<file path="config.mk">
export PLATFORM = sky130hd
export DESIGN_NAME = round_robin_slot_scheduler_core
export DESIGN_NICKNAME = d
export VERILOG_FILES = /design/src/sv/rrss_pkg.sv /design/src/sv/round_robin_slot_scheduler_core.sv /design/src/sv/rrss_ctrl.sv /design/src/sv/rrss_datapath.sv
export SDC_FILE = /design/constraint.sdc
export NUM_CORES = 1
export LEC_CHECK = 0
export ABC_AREA = 0
export BUFFER_PORTS_ARGS = -buffer_cell sky130_fd_sc_hd__buf_4
export CAP_MARGIN = 20
export CORE_MARGIN = 5
export CORE_UTILIZATION = 40
export CTS_CLUSTER_DIAMETER = 80
export DETAILED_ROUTE_END_ITERATION = 16
export PLACE_DENSITY = 0.59
export SYNTH_ARGS = -nofsm -noshare
export SYNTH_HDL_FRONTEND = slang
export SYNTH_SLANG_ARGS = --single-unit
</file>
<file path="constraint.sdc">
create_clock -name clock -period 2.6 [get_ports clock]
set_clock_uncertainty 0.05 [all_clocks]
set_input_delay 0.39 -clock clock [delete_from_list [all_inputs] [get_ports clock]]
set_output_delay 0.39 -clock clock [all_outputs]
set_load 0.05 [all_outputs]
</file>
<file path="src/sv/rrss_pkg.sv">
// Shared types and codes for the round-robin slot scheduler.
// No dependencies; every other file imports this package.
`timescale 1ns / 1ps

package rrss_pkg;

   localparam int CSR_INDEX_W = 8;
   localparam int TICK_W      = 9;

   localparam logic [1:0] MODE_TICK  = 2'd0;
   localparam logic [1:0] MODE_ALLOC = 2'd1;
   localparam logic [1:0] MODE_KILL  = 2'd2;
   localparam logic [1:0] MODE_START = 2'd3;

   localparam logic [CSR_INDEX_W-1:0] CSR_SWITCHING_ENABLE = 8'd0;
   localparam logic [CSR_INDEX_W-1:0] CSR_SLICE_LENGTH     = 8'd1;

   localparam logic [TICK_W-1:0] TICK_MAX = 9'd511;

   typedef struct packed {
      logic [1:0] mode;
      logic [3:0] slot_id;
   } req_type;

   typedef struct packed {
      logic [3:0] current_slot;
      logic       switched;
      logic [3:0] new_slot;
      logic       no_free_slot;
      logic       all_stopped;
      logic [4:0] running_count;
   } rsp_type;

   typedef enum logic [2:0] {
      ST_IDLE,
      ST_UPDATE,
      ST_SCAN,
      ST_APPLY,
      ST_DONE
   } state_type;

   typedef struct packed {
      logic load_req;
      logic update;
      logic scan;
      logic apply;
      logic load_rsp;
   } cmd_type;

   typedef struct packed {
      logic scan_last;
   } status_type;

endpackage

</file>
<file path="src/sv/round_robin_slot_scheduler_core.sv">
// Top level of the round-robin slot scheduler: sequencer plus datapath.
// Depends on rrss_pkg, rrss_ctrl and rrss_datapath.
`timescale 1ns / 1ps

// Usage
//   req_*  : one beat per request (mode, slot_id): tick, allocate the lowest
//            free slot, kill the current slot then tick, or start slot_id.
//   rsp_*  : one beat per request with the current slot, switch flag,
//            allocated slot, no-free and all-stopped flags and running count.
//   csr_*  : register writes (index 0 switching enable, 1 slice length);
//            csr_ready is always high. Write only while the block is idle.
// Timing
//   One request is in flight at a time. The slot scanner visits one slot
//   per cycle; each request passes through the update, scan, apply and
//   done states before rsp_valid, and the next request is taken once the
//   sequencer is back in the idle state.
//   The response register lets req_ready rise again while a result waits;
//   a stalled rsp_ready holds the finished beat and the next request waits
//   in the done state until the register frees up.
// Reset
//   Synchronous, active high: slot 0 running and current, slice counter
//   zero, switching enabled, slice length zero, no response pending.

module round_robin_slot_scheduler_core
   import rrss_pkg::*;
#(
   parameter int SLOT_COUNT = 16
)
(
   input  logic                   clock,
   input  logic                   reset,
   input  logic                   req_valid,
   output logic                   req_ready,
   input  req_type                req_data,
   output logic                   rsp_valid,
   input  logic                   rsp_ready,
   output rsp_type                rsp_data,
   input  logic                   csr_valid,
   output logic                   csr_ready,
   input  logic [CSR_INDEX_W-1:0] csr_index,
   input  logic [7:0]             csr_data
);

   cmd_type    cmd;
   status_type status;

   // register writes never stall
   assign csr_ready = 1'b1;

   rrss_ctrl u_ctrl (
      .clock     (clock),
      .reset     (reset),
      .req_valid (req_valid),
      .req_ready (req_ready),
      .rsp_valid (rsp_valid),
      .rsp_ready (rsp_ready),
      .status    (status),
      .cmd       (cmd)
   );

   rrss_datapath #(
      .SLOT_COUNT (SLOT_COUNT)
   ) u_datapath (
      .clock     (clock),
      .reset     (reset),
      .cmd       (cmd),
      .status    (status),
      .req_data  (req_data),
      .csr_write (csr_valid && csr_ready),
      .csr_index (csr_index),
      .csr_data  (csr_data),
      .rsp_data  (rsp_data)
   );

`ifndef SYNTH
   // a taken request blocks the next one while it is worked on
   assert property (@(posedge clock) disable iff (reset)
      (req_valid && req_ready) |=> !req_ready)
      else $error("request accepted while another is in flight");

   // the sequencer issues one command at a time
   assert property (@(posedge clock) disable iff (reset)
      $onehot0(cmd))
      else $error("more than one datapath command in a cycle");

   // a loaded response beat is presented next cycle
   assert property (@(posedge clock) disable iff (reset)
      cmd.load_rsp |=> rsp_valid)
      else $error("response loaded but not presented");

   // after the apply step the response is loaded or the sequencer is still busy
   assert property (@(posedge clock) disable iff (reset)
      cmd.apply |=> cmd.load_rsp || !req_ready)
      else $error("apply step not followed by the done state");
`endif

endmodule

</file>
<file path="src/sv/rrss_ctrl.sv">
// Sequencer for the slot scheduler: walks each request through update,
// slot scan, apply and response load. Depends on rrss_pkg.
`timescale 1ns / 1ps

module rrss_ctrl
   import rrss_pkg::*;
(
   input  logic       clock,
   input  logic       reset,
   input  logic       req_valid,
   output logic       req_ready,
   output logic       rsp_valid,
   input  logic       rsp_ready,
   input  status_type status,
   output cmd_type    cmd
);

   state_type state_ff, state_in;
   logic      rsp_valid_ff, rsp_valid_in;
   logic      rsp_free;

   assign rsp_free = !rsp_valid_ff || rsp_ready;

   always_comb begin
      state_in = state_ff;
      unique case (state_ff)
         ST_IDLE:   if (req_valid) state_in = ST_UPDATE;
         ST_UPDATE: state_in = ST_SCAN;
         ST_SCAN:   if (status.scan_last) state_in = ST_APPLY;
         ST_APPLY:  state_in = ST_DONE;
         ST_DONE:   if (rsp_free) state_in = ST_IDLE;
         default:   state_in = ST_IDLE;
      endcase
   end

   always_comb begin
      cmd       = '0;
      req_ready = 1'b0;
      unique case (state_ff)
         ST_IDLE: begin
            req_ready    = 1'b1;
            cmd.load_req = req_valid;
         end
         ST_UPDATE: cmd.update = 1'b1;
         ST_SCAN:   cmd.scan   = 1'b1;
         ST_APPLY:  cmd.apply  = 1'b1;
         ST_DONE:   cmd.load_rsp = rsp_free;
         default: begin
            cmd       = '0;
            req_ready = 1'b0;
         end
      endcase
   end

   always_comb begin
      rsp_valid_in = rsp_valid_ff;
      if (cmd.load_rsp) begin
         rsp_valid_in = 1'b1;
      end else if (rsp_ready) begin
         rsp_valid_in = 1'b0;
      end
   end

   always_ff @(posedge clock) begin
      if (reset) begin
         state_ff     <= ST_IDLE;
         rsp_valid_ff <= 1'b0;
      end else begin
         state_ff     <= state_in;
         rsp_valid_ff <= rsp_valid_in;
      end
   end

   assign rsp_valid = rsp_valid_ff;

endmodule

</file>
<file path="src/sv/rrss_datapath.sv">
// Scheduler state, configuration registers, slot scanner and response
// register. Driven by commands from rrss_ctrl; depends on rrss_pkg.
`timescale 1ns / 1ps

module rrss_datapath
   import rrss_pkg::*;
#(
   parameter int SLOT_COUNT = 16
)
(
   input  logic                   clock,
   input  logic                   reset,
   input  cmd_type                cmd,
   output status_type             status,
   input  req_type                req_data,
   input  logic                   csr_write,
   input  logic [CSR_INDEX_W-1:0] csr_index,
   input  logic [7:0]             csr_data,
   output rsp_type                rsp_data
);

   localparam int SW = $clog2(SLOT_COUNT);
   localparam int CW = $clog2(SLOT_COUNT + 1);
   localparam logic [SW-1:0] LAST_SLOT = SW'(SLOT_COUNT - 1);

   logic                  en_ff;
   logic [7:0]            slice_ff;
   logic [1:0]            mode_ff;
   logic [3:0]            sid_ff;
   logic [SLOT_COUNT-1:0] running_ff, running_in;
   logic [SW-1:0]         active_ff, active_in;
   logic [SW-1:0]         prev_ff;
   logic [TICK_W-1:0]     tick_ff, tick_in;
   logic [CW-1:0]         count_ff, count_in;
   logic [SW-1:0]         scan_ff;
   logic                  have_run_ff, have_second_ff, have_above_ff, have_free_ff;
   logic [SW-1:0]         first_run_ff, second_ff, above_ff, free_ff;
   logic [SW-1:0]         new_slot_ff, new_slot_in;
   logic                  no_free_ff, no_free_in;
   rsp_type               rsp_ff;

   logic                  tick_mode;
   logic                  scan_bit;
   logic                  moved;
   logic                  expire;
   logic [SW-1:0]         moved_slot;
   logic [SLOT_COUNT-1:0] start_mask;
   logic [SW+3:0]         active_wide, new_wide;
   logic [CW+4:0]         count_wide;

   assign tick_mode = (mode_ff == MODE_TICK) || (mode_ff == MODE_KILL);
   assign scan_bit  = running_ff[scan_ff];
   assign status.scan_last = (scan_ff == LAST_SLOT);

   always_ff @(posedge clock) begin
      if (reset) begin
         en_ff    <= 1'b1;
         slice_ff <= 8'd0;
      end else if (csr_write) begin
         unique case (csr_index)
            CSR_SWITCHING_ENABLE: en_ff    <= csr_data[0];
            CSR_SLICE_LENGTH:     slice_ff <= csr_data;
            default: ;
         endcase
      end
   end

   always_comb begin
      start_mask = '0;
      for (int i = 0; i < SLOT_COUNT; i++) begin
         start_mask[i] = (32'(sid_ff) == i);
      end
   end

   always_comb begin
      moved      = !running_ff[active_ff] && have_run_ff;
      moved_slot = moved ? first_run_ff : active_ff;
      expire     = (tick_ff > {1'b0, slice_ff}) && en_ff;
   end

   always_comb begin
      running_in  = running_ff;
      active_in   = active_ff;
      tick_in     = tick_ff;
      count_in    = count_ff;
      new_slot_in = new_slot_ff;
      no_free_in  = no_free_ff;
      if (cmd.update) begin
         // kill stops the current slot before the scan; start marks slot_id
         case (mode_ff)
            MODE_KILL:  running_in[active_ff] = 1'b0;
            MODE_START: running_in = running_ff | start_mask;
            default: ;
         endcase
         count_in    = '0;
         new_slot_in = '0;
         no_free_in  = 1'b0;
      end else if (cmd.scan) begin
         count_in = count_ff + CW'(scan_bit);
      end else if (cmd.apply) begin
         if (tick_mode) begin
            active_in = moved_slot;
            if (expire) begin
               if (count_ff > CW'(1)) begin
                  if (moved) begin
                     active_in = second_ff;
                  end else if (have_above_ff) begin
                     active_in = above_ff;
                  end else begin
                     active_in = first_run_ff;
                  end
               end
               tick_in = TICK_W'(1);
            end else if (tick_ff < TICK_MAX) begin
               tick_in = tick_ff + TICK_W'(1);
            end
         end else if (mode_ff == MODE_ALLOC) begin
            if (have_free_ff) begin
               running_in[free_ff] = 1'b1;
               new_slot_in         = free_ff;
               count_in            = count_ff + CW'(1);
            end else begin
               no_free_in = 1'b1;
            end
         end
      end
   end

   always_ff @(posedge clock) begin
      if (reset) begin
         running_ff <= SLOT_COUNT'(1);
         active_ff  <= '0;
         tick_ff    <= '0;
      end else begin
         running_ff <= running_in;
         active_ff  <= active_in;
         tick_ff    <= tick_in;
      end
   end

   always_ff @(posedge clock) begin
      count_ff    <= count_in;
      new_slot_ff <= new_slot_in;
      no_free_ff  <= no_free_in;
      if (cmd.load_req) begin
         mode_ff <= req_data.mode;
         sid_ff  <= req_data.slot_id;
         prev_ff <= active_ff;
      end
   end

   // one slot per cycle: count, two lowest running, next running above
   // the current slot, lowest free
   always_ff @(posedge clock) begin
      if (cmd.update) begin
         scan_ff        <= '0;
         have_run_ff    <= 1'b0;
         have_second_ff <= 1'b0;
         have_above_ff  <= 1'b0;
         have_free_ff   <= 1'b0;
      end else if (cmd.scan) begin
         if (!status.scan_last) begin
            scan_ff <= scan_ff + SW'(1);
         end
         if (scan_bit && !have_run_ff) begin
            have_run_ff  <= 1'b1;
            first_run_ff <= scan_ff;
         end else if (scan_bit && !have_second_ff) begin
            have_second_ff <= 1'b1;
            second_ff      <= scan_ff;
         end
         if (scan_bit && (scan_ff > active_ff) && !have_above_ff) begin
            have_above_ff <= 1'b1;
            above_ff      <= scan_ff;
         end
         if (!scan_bit && !have_free_ff) begin
            have_free_ff <= 1'b1;
            free_ff      <= scan_ff;
         end
      end
   end

   assign active_wide = {4'b0, active_ff};
   assign new_wide    = {4'b0, new_slot_ff};
   assign count_wide  = {5'b0, count_ff};

   always_ff @(posedge clock) begin
      if (cmd.load_rsp) begin
         rsp_ff.current_slot  <= active_wide[3:0];
         rsp_ff.switched      <= (active_ff != prev_ff);
         rsp_ff.new_slot      <= new_wide[3:0];
         rsp_ff.no_free_slot  <= no_free_ff;
         rsp_ff.all_stopped   <= tick_mode && (count_ff == '0);
         rsp_ff.running_count <= count_wide[4:0];
      end
   end

   assign rsp_data = rsp_ff;

endmodule
</file>
==> results.yml, run 1 <==
routing:
  drt_first_pass_iters: 5
  drc_errors: 0
  wl_per_cell_um: 17.5
  postRouteAntennaNets: 0
  drt_iter0_drc: 318
  drt-total-wl_mm: 11.4
  vias: 3664
  viasPerCell: 5.62
global_route:
  grt_overflow: 0
  antenna_found_initial: 0
  grtUsageTotal: 0.167
  grt_pass1_vias: 3657
  grt_pass1_wl_mm: 18.8
  grt_max_degree: 33
setup_path:
  rrSetupSlack_ns: 0.14
  r2r_end: "u_datapath.count_ff[4]"
  reg2regPathDepth: 8
  critPathCaptureType: "flip-flop"
  r2r-start: "u_datapath.scan_ff[0]"
  cp.required_ns: 2.79
  cp.arrival_ns: 2.65
  worst-setup-path-type: "flip-flop to flip-flop"
  crit_path_start_kind: "flip-flop"
  critical_path.max_fanout: 5
yosys:
  synth-edff-count: 42
  synth_cell_types: 54
  synth_sequential_area_ratio: 0.520
  netlist_instances: 438
  synth_async_sr_flop_share: 0
  syn-num-nets: 481
  yosysWarningCount: 0
  ys.flop_type: "dfxtp_1"
  ys_seq_elements: 102
  syn_avg_cell_area_um2: 10.8
  synth.cell_area_um2: 4730
timing:
  fmax_ghz: 0.406
  rsz0062_at_grt: "yes"
  tightest_slew_ns: 0.756
  fin_hold_ws_ns: 0.168
  fin_tns_setup_ns: 0
  slew_headroom: 0.492
  setup_viol: 0
  fin_ws_ns: 0.135
  hold_viol: 0
  finalWorstPathRequiredPeriod_ns: 2.46
  slew_viol_final: 0
  period_share: 0.948
worst_hold_path:
  hold_depth: 1
  min_path_type: "primary input to flip-flop"
  hold_end: "u_datapath.sid_ff[0]"
  min-delay-start: "req_data[0]"
placed_design:
  io_buffers: 44
  place_ws_ns: -0.0484
  dp_hpwl_mm: 8.52
  dpl_cell_area_um2: 5350
  dp_cells: 635
  gp_congestion: 0.901
layout:
  instances_no_fill: 652
  antenna_cells: 0
  layout-area-overhead-vs-synth_pct: 19.3
  finalNetCount: 547
  layout-drive-gt1-share: 0.210
  fin_area_um2: 5650
run_status:
  status: "completed"
pwr:
  power_density_nw_per_um2: 671
  p_leak_nw: 2.06
  peakVddDrop_mv: 0.298
clocking:
  cts_buffers: 9
  clock-sinks: 102
  clock_path_buffers: 2
  path_clk_slew_ns: 0.07
  root_buffer: "clkbuf_16"
  cts_tree: "yes"
  cts_hold_buffers: 0
  htreeDepth: 3
  worstSkewPairLatency_ns: 0.34
die:
  die_w_um: 119
  die_h_um: 119
  initial_utilization: 0.411
  core_area_um2: 11500
  rows: 39
  ioPinCount: 46
  die_area_um2: 14100
job:
  cap_violations: 0
[repair_timing]
| item | in CTS | in global routing |
|---|---|---|
| endpoints found under the hold margin | 0 | 0 |
| setup buffers | 0 | 1 |
| setup endpoints to repair | 2 | 4 |
| resized for setup | 1 | 5 |
[metal layers]
| layer | up-vias | track usage | part of all wire |
|---|---|---|---|
| li1 | 1774 | - | - |
| met1 | 1761 | 0.224 | 0.46 |
| met2 | 107 | 0.265 | 0.47 |
| met3 | 22 | 0.0382 | 0.054 |
| met4 | 0 | 0.0615 | 0.018 |
| met5 | - | 0 | 0 |
[area by class of cell]
cell class                      instances  area, um^2
Multi-Input combinational cell        302        2140
Tap cell                              143         179
Clock buffer                           12         246
Inverter                               20        75.1
Fill cell                            1083        5870
Clock inverter                          4        21.3
Sequential cell                       102        2470
Timing Repair Buffer                   69         518
[sequential cells by signal, summed over array words and instances (netlist names), 2 cells and up]
name / flops
u_datapath.rsp_data: 16
u_datapath.running_ff: 16
u_datapath.tick_ff: 9
u_datapath.slice_ff: 8
u_datapath.count_ff: 5
u_datapath.above_ff: 4
u_datapath.active_ff: 4
u_datapath.first_run_ff: 4
u_datapath.free_ff: 4
u_datapath.new_slot_ff: 4
u_datapath.prev_ff: 4
u_datapath.scan_ff: 4
u_datapath.second_ff: 4
u_datapath.sid_ff: 4
u_ctrl.state_ff: 3
u_datapath.mode_ff: 2
[through the flow]
| stage | power (mW) | util |
|---|---|---|
| after floorplan | 2.35 | - |
| after global placement | 2.55 | 0.465 |
| after detailed placement | 2.56 | 0.465 |
| after CTS | 3.80 | 0.488 |
| after global routing | 3.98 | 0.491 |
| final | 3.79 | 0.491 |
[logic make-up after synthesis]
kind of cell | share of synthesized area
xor gates and xnor gates | 0.0259
DFF | 0.520
muxes | 0.103
buffers and inverters | 0.0320
adders and majority gates | 0.0423
AOI/OAI and AO/OA | 0.133
and+or+nand+nor | 0.143
other | 0.000792
[synthesized netlist by cell type (2+ instances only)]
cell type	instances	area, um^2
mux2i_1	20	200
o31ai_1	2	15.0
and2_1	2	12.5
xnor2_1	10	87.6
dfxtp_1	60	1200
buf_1	2	7.51
or2_1	2	12.5
o21ai_0	5	25.0
buf_2	4	20.0
nand3_1	13	65.1
a21oi_1	28	140
nand2_1	25	93.8
nor2_1	51	191
ha_1	16	200
and4_1	2	17.5
nor4_1	2	12.5
mux4_2	9	203
a21o_1	3	22.5
nand2b_1	4	25.0
nand3b_1	4	30.0
mux2_2	5	56.3
or4_1	2	15.0
xor2_1	4	35.0
a31oi_1	3	18.8
or3_1	5	31.3
a2111oi_1	3	30.0
nand4_1	5	31.3
clkbuf_1	5	18.8
edfxtp_1	42	1260
nor3_1	14	70.1
o22ai_1	18	113
a211oi_1	15	113
nor2b_1	5	31.3
buf_6	2	22.5
a311oi_1	3	26.3
inv_1	20	75.1
o21ai_1	4	20.0
a22o_1	3	26.3
[placed cells by master (no fill, tap or decap), types with 13 or more instances in the layout]
| cell type | netlist | routed |
|---|---|---|
| nand3_1 | 13 | 13 |
| a211oi_1 | 15 | 15 |
| nand2_1 | 25 | 25 |
| a21oi_1 | 28 | 28 |
| inv_1 | 20 | 20 |
| o22ai_1 | 18 | 18 |
| nor3_1 | 14 | 14 |
| buf_4 | 1 | 69 |
| ha_1 | 16 | 15 |
| nor2_1 | 51 | 51 |
| edfxtp_1 | 42 | 42 |
| dfxtp_1 | 60 | 59 |
| mux2i_1 | 20 | 20 |
[where the power goes]
part | switching (mW) | leakage [nW] | internal [mW] | total (mW)
clock | 0.565 | 0.137 | 0.672 | 1.24
sequential | 0.123 | 0.876 | 1.81 | 1.93
combinational | 0.340 | 1.04 | 0.279 | 0.618
[worst max-delay path, stage by stage, from the launching register on]
cell,delay [ns]
dfxtp_4,0.39
mux4_2,0.49
mux4_2,0.51
or2_4,0.26
ha_2,0.18
ha_1,0.19
nand4_1,0.10
xor2_1,0.15
nor2_1,0.05
[how the worst max path moves through the flow]
stage	start	to	slack, ns	cells past startpoint
finish	u_datapath.scan_ff[0]	u_datapath.count_ff[4]	0.14	8
global route	u_datapath.scan_ff[0]	u_datapath.count_ff[4]	-0.01	8
CTS	u_datapath.scan_ff[0]	u_datapath.count_ff[4]	0.05	8
detailed placement	u_datapath.scan_ff[0]	u_datapath.count_ff[4]	-0.05	8
global placement	u_datapath.scan_ff[0]	u_datapath.count_ff[4]	-0.004	8
floorplan	u_datapath.scan_ff[0]	u_datapath.count_ff[4]	0.02	9
(Power assumes the default switching activity.)
==> inputs of run 2 (changes only) <==
--- a/config.mk
+++ b/config.mk
@@ -13,6 +13,7 @@
 export CTS_CLUSTER_DIAMETER = 80
 export DETAILED_ROUTE_END_ITERATION = 16
 export PLACE_DENSITY = 0.59
+export RECOVER_POWER = 100
 export SYNTH_ARGS = -nofsm -noshare
 export SYNTH_HDL_FRONTEND = slang
 export SYNTH_SLANG_ARGS = --single-unit
==> run 2 against run 1 <==
Effect of this change:
- die area unchanged
- utilization down 0.78 points
- setup slack worse by 0.0018 ns
- clock power about the same
- clock-buffer cell count unchanged
- highest routed layer unchanged
- final area down 1.6%
- wire length down 0.25%
- total power about the same
- fmax about the same
- global-route usage unchanged
==> results.yml, run 2 (synthesized netlist as in run 1, its figures left out) <==
setup_path:
  rrSetupSlack_ns: 0.13
  r2r_end: "u_datapath.count_ff[4]"
  cp.required_ns: 2.79
  r2r-start: "u_datapath.scan_ff[0]"
  worst-setup-path-type: "flip-flop to flip-flop"
  crit_path_start: "u_datapath.scan_ff[0]"
  cp.arrival_ns: 2.65
  crit_path_start_kind: "flip-flop"
  critPathCaptureType: "flip-flop"
  reg2regPathDepth: 8
  critical_path.max_fanout: 5
timing:
  slew_viol_final: 0
  fin_tns_setup_ns: 0
  hold_viol: 0
  tightest_slew_ns: 0.843
  rsz0062_at_grt: "yes"
  finalWorstPathRequiredPeriod_ns: 2.47
  slew_headroom: 0.438
  period_share: 0.949
  fmax_ghz: 0.405
  setup_viol: 0
  fin_hold_ws_ns: 0.187
  fin_ws_ns: 0.134
placed_design:
  io_buffers: 44
  dpl_cell_area_um2: 5350
  dp_hpwl_mm: 8.52
  place_ws_ns: -0.0484
  gp_congestion: 0.901
layout:
  layout_common_cells: "dfxtp_1, nor2_1, edfxtp_1"
  fin_area_um2: 5560
  layout-area-overhead-vs-synth_pct: 17.4
  layout-drive-gt1-share: 0.163
  antenna_cells: 0
  finalNetCount: 547
  regArea_um2: 2470
  fillers: 1109
  multiInputGateArea_um2: 2140
  final_common_cell: "dfxtp_1"
die:
  ioPinCount: 46
  core_area_um2: 11500
  die_h_um: 119
  die_w_um: 119
  rows: 39
  die_area_um2: 14100
  initial_utilization: 0.411
routing:
  viasPerCell: 5.59
  wl_per_cell_um: 17.5
  drt_iter0_drc: 255
  drt_first_pass_iters: 4
  drt-total-wl_mm: 11.4
  vias: 3642
  postRouteAntennaNets: 0
  drc_errors: 0
global_route:
  grtUsageTotal: 0.167
  grt_pass1_vias: 3657
  grt_overflow: 0
  antenna_found_initial: 0
  grt_pass1_wl_mm: 18.8
  grt_max_degree: 33
worst_hold_path:
  hold_depth: 1
  min_path_type: "primary input to flip-flop"
  min-delay-start: "req_data[0]"
  hold_end: "u_datapath.sid_ff[0]"
clocking:
  clock-sinks: 102
  clock_path_buffers: 2
  cts_buffers: 9
  cts_hold_buffers: 0
  htreeDepth: 3
  worstSkewPairLatency_ns: 0.35
  root_buffer: "clkbuf_16"
  cts_tree: "yes"
  path_clk_slew_ns: 0.07
pwr:
  internal_power_mw: 2.76
  comb_power_share: 0.162
  p_switching_mw: 1.03
  p_sw_frac: 0.272
  seqPwrFrac: 0.511
  p_leak_nw: 1.96
  peakVddDrop_mv: 0.302
  pwr-share-clk: 0.328
  power_mw: 3.79
  power_density_nw_per_um2: 681
run_status:
  status: "completed"
job:
  cap_violations: 0
-- run 2: cell types whose count changed in the layout (fill, tap and decap cells not counted), sizes merged --
cell / change
clkbuf: +31
buf: -31
-- run 2: stage by stage --
stage	utilization	std cells
after CTS	0.488	651
final	0.483	652
after global routing	0.483	652
after floorplan	-	438
after global placement	0.465	635
after detailed placement	0.465	635
-- run 2: repair_timing --
| action | 4_1_cts | 5_1_grt |
|---|---|---|
| setup buffers | 0 | 1 |
| gates resized for setup | 1 | 5 |
| cloned | 0 | 0 |
| endpoints found under the setup margin | 2 | 4 |
-- run 2: cell type report --
| cell class | count | share of cell area |
|---|---|---|
| Inverter | 20 | 0.0135 |
| Clock inverter | 4 | 0.00383 |
| Clock buffer | 12 | 0.0443 |
| Sequential cell | 102 | 0.444 |
| Multi-Input combinational cell | 302 | 0.386 |
| Tap cell | 143 | 0.0322 |
| Timing Repair Buffer | 69 | 0.0770 |
-- run 2: power groups by stage --
stage / Combinational, mW / Sequential, mW / Clock, mW
3_3_place_gp: 0.588 / 1.96 / 0
4_1_cts: 0.600 / 1.93 / 1.27
6_report: 0.612 / 1.93 / 1.24
5_1_grt: 0.678 / 1.96 / 1.34
3_5_place_dp: 0.598 / 1.97 / 0
2_1_floorplan: 0.419 / 1.93 / 0
-- run 2: worst max path at each step --
| stage | to | cells past startpoint |
|---|---|---|
| after CTS | u_datapath.count_ff[4] | 8 |
| final | u_datapath.count_ff[4] | 8 |
| after global routing | u_datapath.count_ff[4] | 8 |
| after floorplan | u_datapath.count_ff[4] | 9 |
| after detailed placement | u_datapath.count_ff[4] | 8 |
| after global placement | u_datapath.count_ff[4] | 8 |
-- run 2: worst max-delay path: stages, from the launching register on --
cell and delay, ns:
dfxtp_4 0.39, mux4_2 0.49, mux4_2 0.50, or2_4 0.26, ha_2 0.18, ha_1 0.19
nand4_1 0.10, xor2_1 0.15, nor2_1 0.05
-- run 2: routing by layer --
metal / GRT usage / wire length, um
met5: 0 / 0
met4: 0.0615 / 188
met3: 0.0382 / 662
met2: 0.265 / 5390
met1: 0.224 / 5140
